$ cat config.mk
export PLATFORM = sky130hd
export DESIGN_NAME = hill_cipher_2x2_mod67
export DESIGN_NICKNAME = d
export VERILOG_FILES = /design/src/rtl/core/hc67_pkg.sv /design/src/rtl/core/hill_cipher_2x2_mod67.sv
export SDC_FILE = /design/constraint.sdc
export NUM_CORES = 2
export LEC_CHECK = 0
export BUFFER_PORTS_ARGS = -buffer_cell sky130_fd_sc_hd__buf_2
export CAP_MARGIN = 20
export CORE_MARGIN = 3
export CORE_UTILIZATION = 40
export DETAILED_ROUTE_END_ITERATION = 8
export GPL_ROUTABILITY_DRIVEN = 0
export PLACE_DENSITY = 0.59
export RECOVER_POWER = 50
export SYNTH_ARGS = -nofsm -noshare
export SYNTH_HDL_FRONTEND = slang
export SYNTH_SLANG_ARGS = --single-unit
$ cat constraint.sdc
create_clock -name clk_i -period 16.5 [get_ports clk_i]
set_clock_uncertainty 0.05 [all_clocks]
set_input_delay 0 -clock clk_i [delete_from_list [all_inputs] [get_ports clk_i]]
set_output_delay 0 -clock clk_i [all_outputs]
set_load 0.01 [all_outputs]
$ cat src/rtl/core/hc67_pkg.sv
package hc67_pkg;

  // Alphabet: digits, upper case, lower case, then space . , ; -
  localparam int unsigned SymCount = 67;

  localparam logic [6:0] IdxUpper  = 7'd10;
  localparam logic [6:0] IdxLower  = 7'd36;
  localparam logic [6:0] IdxSpace  = 7'd62;
  localparam logic [6:0] IdxPeriod = 7'd63;
  localparam logic [6:0] IdxComma  = 7'd64;
  localparam logic [6:0] IdxSemi   = 7'd65;
  localparam logic [6:0] IdxHyphen = 7'd66;
  localparam logic [6:0] PadIndex  = IdxSpace;

  localparam logic [7:0] ChZero   = 8'h30;
  localparam logic [7:0] ChNine   = 8'h39;
  localparam logic [7:0] ChUpperA = 8'h41;
  localparam logic [7:0] ChUpperZ = 8'h5a;
  localparam logic [7:0] ChLowerA = 8'h61;
  localparam logic [7:0] ChLowerZ = 8'h7a;
  localparam logic [7:0] ChSpace  = 8'h20;
  localparam logic [7:0] ChPeriod = 8'h2e;
  localparam logic [7:0] ChComma  = 8'h2c;
  localparam logic [7:0] ChSemi   = 8'h3b;
  localparam logic [7:0] ChHyphen = 8'h2d;

  typedef struct packed {
    logic [7:0] in_char;
    logic       in_last;
  } hc67_in_t;

  typedef struct packed {
    logic [7:0] out_char;
    logic       out_last;
  } hc67_out_t;

  typedef struct packed {
    logic       vld;
    logic [6:0] idx;
  } hc67_sym_t;

  typedef logic [255:0][6:0]         hc67_fold_t;
  typedef logic [SymCount-1:0][6:0] hc67_inv_t;

  // (h * 64) mod 67 for every 8-bit h, built by repeated addition.
  function automatic hc67_fold_t build_fold_tab();
    hc67_fold_t t;
    logic [7:0] acc;
    acc = '0;
    for (int i = 0; i < 256; i++) begin
      t[i] = acc[6:0];
      acc  = acc + 8'd64;
      if (acc >= 8'(SymCount)) acc = acc - 8'(SymCount);
    end
    return t;
  endfunction

  // Multiplicative inverse mod 67, zero maps to zero.
  function automatic hc67_inv_t build_inv_tab();
    hc67_inv_t t;
    int unsigned acc;
    int unsigned inv;
    for (int x = 0; x < SymCount; x++) begin
      acc = 0;
      inv = 0;
      for (int y = 1; y < SymCount; y++) begin
        acc = acc + x;
        if (acc >= SymCount) acc = acc - SymCount;
        if (acc == 1) inv = y;
      end
      t[x] = 7'(inv);
    end
    return t;
  endfunction

  localparam hc67_fold_t FoldTab = build_fold_tab();
  localparam hc67_inv_t  InvTab  = build_inv_tab();

  // x mod 67 for x < 2^14: x = 64*hi + lo, fold hi through the table.
  function automatic logic [6:0] mod67(input logic [13:0] x);
    logic [7:0] t;
    t = {1'b0, FoldTab[x[13:6]]} + {2'b00, x[5:0]};
    if (t >= 8'(SymCount)) t = t - 8'(SymCount);
    return t[6:0];
  endfunction

  function automatic hc67_sym_t sym_lookup(input logic [7:0] ch);
    hc67_sym_t s;
    s.vld = 1'b1;
    s.idx = '0;
    if (ch >= ChZero && ch <= ChNine) begin
      s.idx = 7'(ch - ChZero);
    end else if (ch >= ChUpperA && ch <= ChUpperZ) begin
      s.idx = 7'(ch - ChUpperA) + IdxUpper;
    end else if (ch >= ChLowerA && ch <= ChLowerZ) begin
      s.idx = 7'(ch - ChLowerA) + IdxLower;
    end else begin
      case (ch)
        ChSpace:  s.idx = IdxSpace;
        ChPeriod: s.idx = IdxPeriod;
        ChComma:  s.idx = IdxComma;
        ChSemi:   s.idx = IdxSemi;
        ChHyphen: s.idx = IdxHyphen;
        default:  s.vld = 1'b0;
      endcase
    end
    return s;
  endfunction

  function automatic logic [7:0] sym_char(input logic [6:0] idx);
    logic [7:0] c;
    if (idx < IdxUpper) begin
      c = ChZero + 8'(idx);
    end else if (idx < IdxLower) begin
      c = ChUpperA + 8'(idx - IdxUpper);
    end else if (idx < IdxSpace) begin
      c = ChLowerA + 8'(idx - IdxLower);
    end else begin
      case (idx)
        IdxSpace:  c = ChSpace;
        IdxPeriod: c = ChPeriod;
        IdxComma:  c = ChComma;
        IdxSemi:   c = ChSemi;
        IdxHyphen: c = ChHyphen;
        default:   c = ChZero;
      endcase
    end
    return c;
  endfunction

endpackage

$ cat src/rtl/core/hill_cipher_2x2_mod67.sv
// 2x2 Hill cipher over a 67-symbol alphabet (0-9, A-Z, a-z, space . , ; -).
// One message byte is accepted per clock while in_stall_o is low; bytes
// outside the alphabet are dropped. The first symbol of a pair is held, the
// second produces two cipher words (first, then second; out_last rides on the
// second word of the pair that ends a message). An unpaired symbol at in_last
// is padded with a space. The byte that completes a pair passes through the
// pair register, the product registers and the output queue before the first
// word of the pair is on the output. The input side takes one byte per cycle
// unless stalled; the output port moves one word per cycle unless out_stall_i
// holds it, so a pair occupies it for two words and a stream in which every
// byte completes a pair is paced by the output. A four-pair output queue lets
// the input keep going while a word waits on out_stall_i. Key registers are
// APB-mapped at 4*i (key_a..key_d, then decrypt_mode); key values 67..127 are
// taken mod 67. Decrypt uses the inverse key derived in a six-stage register
// pipeline; after reset and after any register write the input stalls while it settles.
module hill_cipher_2x2_mod67 (
  input  logic               clk_i,
  input  logic               rst_ni,
  input  logic               in_valid_i,
  output logic               in_stall_o,
  input  hc67_pkg::hc67_in_t  in_word_i,
  output logic               out_valid_o,
  input  logic               out_stall_i,
  output hc67_pkg::hc67_out_t out_word_o,
  input  logic               psel,
  input  logic               penable,
  input  logic               pwrite,
  input  logic [4:0]         paddr,
  input  logic [31:0]        pwdata,
  output logic [31:0]        prdata,
  output logic               pready
);
  import hc67_pkg::*;

  localparam int unsigned FifoDepth = 4;
  localparam int unsigned PtrW      = $clog2(FifoDepth);
  localparam int unsigned CntW      = PtrW + 1;
  localparam int unsigned CreditW   = CntW + 1;
  localparam logic [2:0]  KeySettle = 3'd6;

  typedef enum logic [2:0] {
    RegKeyA = 3'd0,
    RegKeyB = 3'd1,
    RegKeyC = 3'd2,
    RegKeyD = 3'd3,
    RegMode = 3'd4
  } cfg_reg_e;

  // One queue entry holds both words of a pair.
  typedef struct packed {
    logic [7:0] sym0;
    logic [7:0] sym1;
    logic       last;
  } pair_t;

  // ---------------------------------------------------------------------
  // Register port
  // ---------------------------------------------------------------------
  logic [6:0] key_raw_q [4];
  logic       mode_q;
  logic       cfg_wr;
  logic [2:0] settle_q;

  assign pready = 1'b1;
  assign cfg_wr = psel & penable & pwrite;

  always_ff @(posedge clk_i or negedge rst_ni) begin
    if (!rst_ni) begin
      key_raw_q[0] <= '0;
      key_raw_q[1] <= '0;
      key_raw_q[2] <= '0;
      key_raw_q[3] <= '0;
      mode_q       <= 1'b0;
    end else if (cfg_wr) begin
      case (cfg_reg_e'(paddr[4:2]))
        RegKeyA: key_raw_q[0] <= pwdata[6:0];
        RegKeyB: key_raw_q[1] <= pwdata[6:0];
        RegKeyC: key_raw_q[2] <= pwdata[6:0];
        RegKeyD: key_raw_q[3] <= pwdata[6:0];
        RegMode: mode_q       <= pwdata[0];
        default: ;
      endcase
    end
  end

  always_comb begin
    case (cfg_reg_e'(paddr[4:2]))
      RegKeyA: prdata = {25'd0, key_raw_q[0]};
      RegKeyB: prdata = {25'd0, key_raw_q[1]};
      RegKeyC: prdata = {25'd0, key_raw_q[2]};
      RegKeyD: prdata = {25'd0, key_raw_q[3]};
      RegMode: prdata = {31'd0, mode_q};
      default: prdata = '0;
    endcase
  end

  // Hold off input until the derived key has run through its pipeline.
  always_ff @(posedge clk_i or negedge rst_ni) begin
    if (!rst_ni) begin
      settle_q <= KeySettle;
    end else if (cfg_wr) begin
      settle_q <= KeySettle;
    end else if (settle_q != '0) begin
      settle_q <= settle_q - 3'd1;
    end
  end

  // ---------------------------------------------------------------------
  // Active key: reduce; for decrypt, det = ad - bc, inverse, adjugate times inverse.
  // Runs continuously; only changes after reset or a register write.
  // ---------------------------------------------------------------------
  logic [6:0]  red_q [4];
  logic [12:0] ad_q, bc_q;
  logic [6:0]  det_q, inv_q;
  logic [12:0] kp_q [4];
  logic [6:0]  key_q [4];
  logic [6:0]  ad_m, bc_m, det_d, neg_b, neg_c;

  always_comb begin
    ad_m  = mod67(14'(ad_q));
    bc_m  = mod67(14'(bc_q));
    det_d = (ad_m >= bc_m) ? (ad_m - bc_m)
                           : 7'(8'(ad_m) + 8'(SymCount) - 8'(bc_m));
    neg_b = (red_q[1] == '0) ? '0 : 7'(SymCount) - red_q[1];
    neg_c = (red_q[2] == '0) ? '0 : 7'(SymCount) - red_q[2];
  end

  always_ff @(posedge clk_i) begin
    for (int i = 0; i < 4; i++) begin
      red_q[i] <= (key_raw_q[i] >= 7'(SymCount)) ? key_raw_q[i] - 7'(SymCount)
                                                  : key_raw_q[i];
      key_q[i] <= mode_q ? mod67(14'(kp_q[i])) : red_q[i];
    end
    ad_q    <= 13'(red_q[0]) * 13'(red_q[3]);
    bc_q    <= 13'(red_q[1]) * 13'(red_q[2]);
    det_q   <= det_d;
    inv_q   <= InvTab[det_q];
    kp_q[0] <= 13'(inv_q) * 13'(red_q[3]);
    kp_q[1] <= 13'(inv_q) * 13'(neg_b);
    kp_q[2] <= 13'(inv_q) * 13'(neg_c);
    kp_q[3] <= 13'(inv_q) * 13'(red_q[0]);
  end

  // ---------------------------------------------------------------------
  // Pairing at the input: lookup, hold first symbol, pad on last.
  // ---------------------------------------------------------------------
  logic                in_acc;
  hc67_sym_t           sym;
  logic                pending_q, pend_d;
  logic [6:0]          held_q, held_d;
  logic                emit;
  logic [6:0]          p1_d, p2_d;
  logic                plast_d;
  logic [CreditW-1:0]  credit;
  logic [CntW-1:0]     cnt_q;
  logic                s0_vld_q, s1_vld_q;

  // Every queued or in-flight pair is counted; a new byte may add one more.
  assign credit     = CreditW'(cnt_q) + CreditW'(s0_vld_q) + CreditW'(s1_vld_q);
  assign in_stall_o = (settle_q != '0) | (credit >= CreditW'(FifoDepth));
  assign in_acc     = in_valid_i & ~in_stall_o;

  always_comb begin
    sym     = sym_lookup(in_word_i.in_char);
    pend_d  = pending_q;
    held_d  = held_q;
    emit    = 1'b0;
    p1_d    = held_q;
    p2_d    = sym.idx;
    plast_d = in_word_i.in_last;
    if (sym.vld) begin
      if (pending_q) begin
        emit   = 1'b1;
        pend_d = 1'b0;
        held_d = '0;
      end else begin
        pend_d = 1'b1;
        held_d = sym.idx;
      end
    end
    // odd symbol left at end of message: pad with a space
    if (in_word_i.in_last && pend_d) begin
      emit    = 1'b1;
      p1_d    = held_d;
      p2_d    = PadIndex;
      plast_d = 1'b1;
    end
    if (in_word_i.in_last) begin
      pend_d = 1'b0;
      held_d = '0;
    end
  end

  // ---------------------------------------------------------------------
  // Datapath: pair register -> products -> mod 67 and char map -> queue
  // ---------------------------------------------------------------------
  logic [6:0]  p1_q, p2_q;
  logic        s0_last_q, s1_last_q;
  logic [13:0] sum0_q, sum1_q;

  always_ff @(posedge clk_i or negedge rst_ni) begin
    if (!rst_ni) begin
      pending_q <= 1'b0;
      held_q    <= '0;
      s0_vld_q  <= 1'b0;
      s1_vld_q  <= 1'b0;
    end else begin
      if (in_acc) begin
        pending_q <= pend_d;
        held_q    <= held_d;
      end
      s0_vld_q <= in_acc & emit;
      s1_vld_q <= s0_vld_q;
    end
  end

  always_ff @(posedge clk_i) begin
    if (in_acc & emit) begin
      p1_q      <= p1_d;
      p2_q      <= p2_d;
      s0_last_q <= plast_d;
    end
    sum0_q    <= 14'(p1_q) * 14'(key_q[0]) + 14'(p2_q) * 14'(key_q[2]);
    sum1_q    <= 14'(p1_q) * 14'(key_q[1]) + 14'(p2_q) * 14'(key_q[3]);
    s1_last_q <= s0_last_q;
  end

  // ---------------------------------------------------------------------
  // Output queue of pairs; half_q picks the word within the head pair.
  // ---------------------------------------------------------------------
  pair_t           mem_q [FifoDepth];
  pair_t           entry, head;
  logic [PtrW-1:0] wr_ptr_q, rd_ptr_q;
  logic            half_q;
  logic            push, pop, out_acc;

  assign push = s1_vld_q;
  assign entry.sym0 = sym_char(mod67(sum0_q));
  assign entry.sym1 = sym_char(mod67(sum1_q));
  assign entry.last = s1_last_q;

  assign head                = mem_q[rd_ptr_q];
  assign out_valid_o         = (cnt_q != '0);
  assign out_word_o.out_char = half_q ? head.sym1 : head.sym0;
  assign out_word_o.out_last = half_q & head.last;
  assign out_acc             = out_valid_o & ~out_stall_i;
  assign pop                 = out_acc & half_q;

  always_ff @(posedge clk_i) begin
    if (push) begin
      mem_q[wr_ptr_q] <= entry;
    end
  end

  always_ff @(posedge clk_i or negedge rst_ni) begin
    if (!rst_ni) begin
      wr_ptr_q <= '0;
      rd_ptr_q <= '0;
      cnt_q    <= '0;
      half_q   <= 1'b0;
    end else begin
      if (push) begin
        wr_ptr_q <= wr_ptr_q + PtrW'(1);
      end
      if (pop) begin
        rd_ptr_q <= rd_ptr_q + PtrW'(1);
      end
      cnt_q <= cnt_q + CntW'(push) - CntW'(pop);
      if (out_acc) begin
        half_q <= ~half_q;
      end
    end
  end

  // ---------------------------------------------------------------------
  // Assertions
  // ---------------------------------------------------------------------
  a_credit_bound: assert property (@(posedge clk_i) disable iff (!rst_ni)
    credit <= CreditW'(FifoDepth))
    else $error("output queue overcommitted");

  a_last_on_second: assert property (@(posedge clk_i) disable iff (!rst_ni)
    (out_valid_o && out_word_o.out_last) |-> half_q)
    else $error("out_last on first word of a pair");

  a_end_clears_pair: assert property (@(posedge clk_i) disable iff (!rst_ni)
    (in_acc && in_word_i.in_last) |=> !pending_q)
    else $error("symbol still held after end of message");

  a_write_stalls: assert property (@(posedge clk_i) disable iff (!rst_ni)
    cfg_wr |=> in_stall_o)
    else $error("input taken while key settles");

endmodule
==> metrics.md <==
| Metric | Value |
|---|---|
| F_max | 116 MHz |
| Initial antenna violation count | 3 |
| Max Root-Sink Buffers | 3 |
| First-pass GRT wire length | 189 mm |
| Post-route minimum period | 8.61 ns |
| Worst-path clk slew | 0.07 ns |
| DRC violations left | 0 |
| Die H | 337 microns |
| Top_reg_cell synth | dfxtp_1 |
| Crit-path max FO | 17 |
| Critical path class | reg2reg |
| Register Area | 7250 sq um |
| Later-pin clock latency in the skew report | 0.58 ns |
| Ports | 97 |
| Netlist cell types | 118 |
| Synthesized instance count | 5393 |
| Grt total ovfl | 0 |
| CTS Root Buffer Type | clkbuf_16 |
| Yosys top cell by area | ha_1 |
| Avg Cell Area, Syn | 8.15 sq um |
| Placed insts | 6547 |
| Final Hold Vio Count | 0 |
| Gr usage total | 0.197 |
| Crit path capture type | register |
| Slowest stage delay, CP | 0.71 ns |
| Crit-path slowest cell | edfxtp_1 |
| TNS Setup | 0 ns |
| Fin Hold WS | 0.0512 ns |
| RSZ-0062 raised after global routing | false |
| Multi-input gate area | 33500 sq um |
| # rows | 120 |
| Total wire length | 114 mm |
| Synthesized cell area | 43900 sq um |
| DRT antenna net count | 0 |
| DR WL/cell | 17.2 microns |
| Hpwl dp | 81.8 mm |
| Fillers | 10767 |
| Synth warn | 0 |
| DR iter-0 viols | 3022 |
| Vias | 38079 |
| Max-cap violations | 2 |
| Layout cells sized above 1 | 0.0629 |
| Top-area cell type share of the netlist area | 0.137 |
| Fin cells | 6637 |
| Synth top area cells | ha_1 (14%), fa_1 (13%), dfxtp_1 (8.0%) |
| Final core utilization | 0.430 |
| Starting Density | 0.407 |
| Number of H-tree levels | 2 |
| Post_cts resized | 0 |
| Slew @ Worst Pin | 3.38 ns |
| First-pass DRT Iterations | 6 |
| Area delta synth->final | 5.62% |
| Number of synthesized register bits | 308 |
| Hold Crit Class | in2reg |
| Core area | 108000 sq um |
| Largest net degree at the start of global routing | 57 |
| Via density | 5.74 |
| Status | finished, violations left |
| IO Port Bufs | 43 |
| Die X | 337 microns |
| Register area share after synthesis | 0.165 |
| EDFF count, synth | 83 |
| CTS tree | yes |
| FFs w/ async S/R, synth | 0.162 |
| Max Slew Vio Count | 102 |
| Vias in the first global route | 36336 |
| Die Area | 114000 sq um |
| Most frequent cells in the layout | nand2_1 (512), ha_1 (481), inv_1 (463) |
| # diodes | 0 |
| Num CTS Buffers | 38 |
| Fin nets | 6028 |
| Slew headroom | -1.25 |
| Required @ worst endpoint | 16.96 ns |
| CP startpoint kind | register |
| CTS sink count | 308 |
| Failing checks | max-capacitance violations, max-slew violations |
| Most common cell after layout, fill and taps aside | nand2_1 |
| Worst EP arrival | 9.07 ns |
| Finish-stage setup viols | 0 |
| Crit-path cells | nand2_1, fa_1, fa_1, fa_1, inv_1, fa_1, inv_1, fa_1, fa_1, inv_1, ha_1, a21o_1, a2111o_1, and3b_1, inv_1, ha_1, o2111ai_1, o21ai_0, nor2_1, o311ai_0, a31oi_1, a311oi_1, a221o_1 |
| Final period utilization | 0.522 |
| Most common cell on crit path | fa_1 |
[worst paths after layout]
path	from	end	slack [ns]	depth (start not counted)
setup / recovery	p1_q[2]	register	7.89	23
hold / removal	in_word_i[1]	p2_q[0]	0.05	3
setup reg to reg	p1_q[2]	register	7.89	23
hold reg to reg	s0_last_q	s1_last_q	0.30	0
max in group asynchronous	rst_ni	key_raw_q[27]	13.32	3
min in group asynchronous	rst_ni	half_q	1.09	3
[sequential cells by signal, summed over array words and instances (netlist names), 2 cells and up, named ones only]
register and count:
wr_ptr_q 2, ad_q 6, held_q 7, cnt_q 3, rd_ptr_q 2, bc_q 6, p2_q 7, inv_q 7
det_q 7, p1_q 7, sum1_q 6, mem_q 68, sum0_q 6, key_raw_q 28, kp_q 52, key_q 28
settle_q 3, red_q 28
[cell type report]
| cell class | instances | share of cell area |
|---|---|---|
| clock inverters | 24 | 0.00526 |
| clock buffers | 45 | 0.0219 |
| repair buffers | 128 | 0.0188 |
| well taps | 1403 | 0.0378 |
| multi-input cells | 4259 | 0.722 |
| inverters | 470 | 0.0380 |
| flip-flops and latches | 308 | 0.156 |
[metal layers]
layer	vias up	routed length (microns)	global-route usage
met5	-	27	0
met4	4	2140	0.0449
met3	150	6150	0.0223
met2	1041	53000	0.328
met1	18391	52800	0.276
li1	18493	-	-
[worst max-delay path, delay by kind of cell (launching register included)]
kind                       cells  cell delay, ns
adders and majority gates      8            3.99
DFF                            1            0.71
buffers and inverters          4            0.68
AOI/OAI and AO/OA              8            2.51
and+or+nand+nor                3            0.58
[repair_timing]
action	in CTS	in global routing
hold endpoints to repair	95	0
hold buffers	17	0
setup buffers	0	0
[logic make-up after synthesis]
group           synth area share
xor+xnor                  0.0492
mux                       0.0436
flops                      0.165
fa+ha+maj                  0.269
other cells             0.000171
simple gates               0.181
compound gates             0.216
buf+inv                   0.0769
[cell usage after synthesis, types with 21 or more instances]
cell,instances
clkbuf_1,289
edfxtp_1,83
o21ai_0,306
fa_1,289
mux2i_1,50
and3_1,23
o22ai_1,50
a21o_1,55
o21a_1,38
or3_1,36
o32ai_1,21
and2_1,317
buf_4,27
buf_2,37
mux2_2,61
nor3_1,94
nand2_1,512
a211oi_1,111
xnor2_1,171
mux4_2,30
dfrtp_1,48
a221oi_1,32
nand4_1,23
o221ai_1,26
o2111ai_1,21
xor2_1,72
nor2b_1,44
o211ai_1,72
a21oi_1,344
buf_1,33
nor4_1,26
dfxtp_1,175
ha_1,481
o31ai_1,24
a31oi_1,52
nor2_1,380
o21bai_1,31
nand3_1,83
inv_1,463
nand2b_1,37
[stage by stage]
stage	area, sq um	setup slack [ns]
finish	46400	7.89
global route	46400	7.47
CTS	46400	8.00
detailed placement	45000	8.01
global placement	45000	8.03
floorplan	44100	9.09
Power is not shown: default switching activity piles up to over one toggle a cycle in this logic, so the estimate is an artifact.
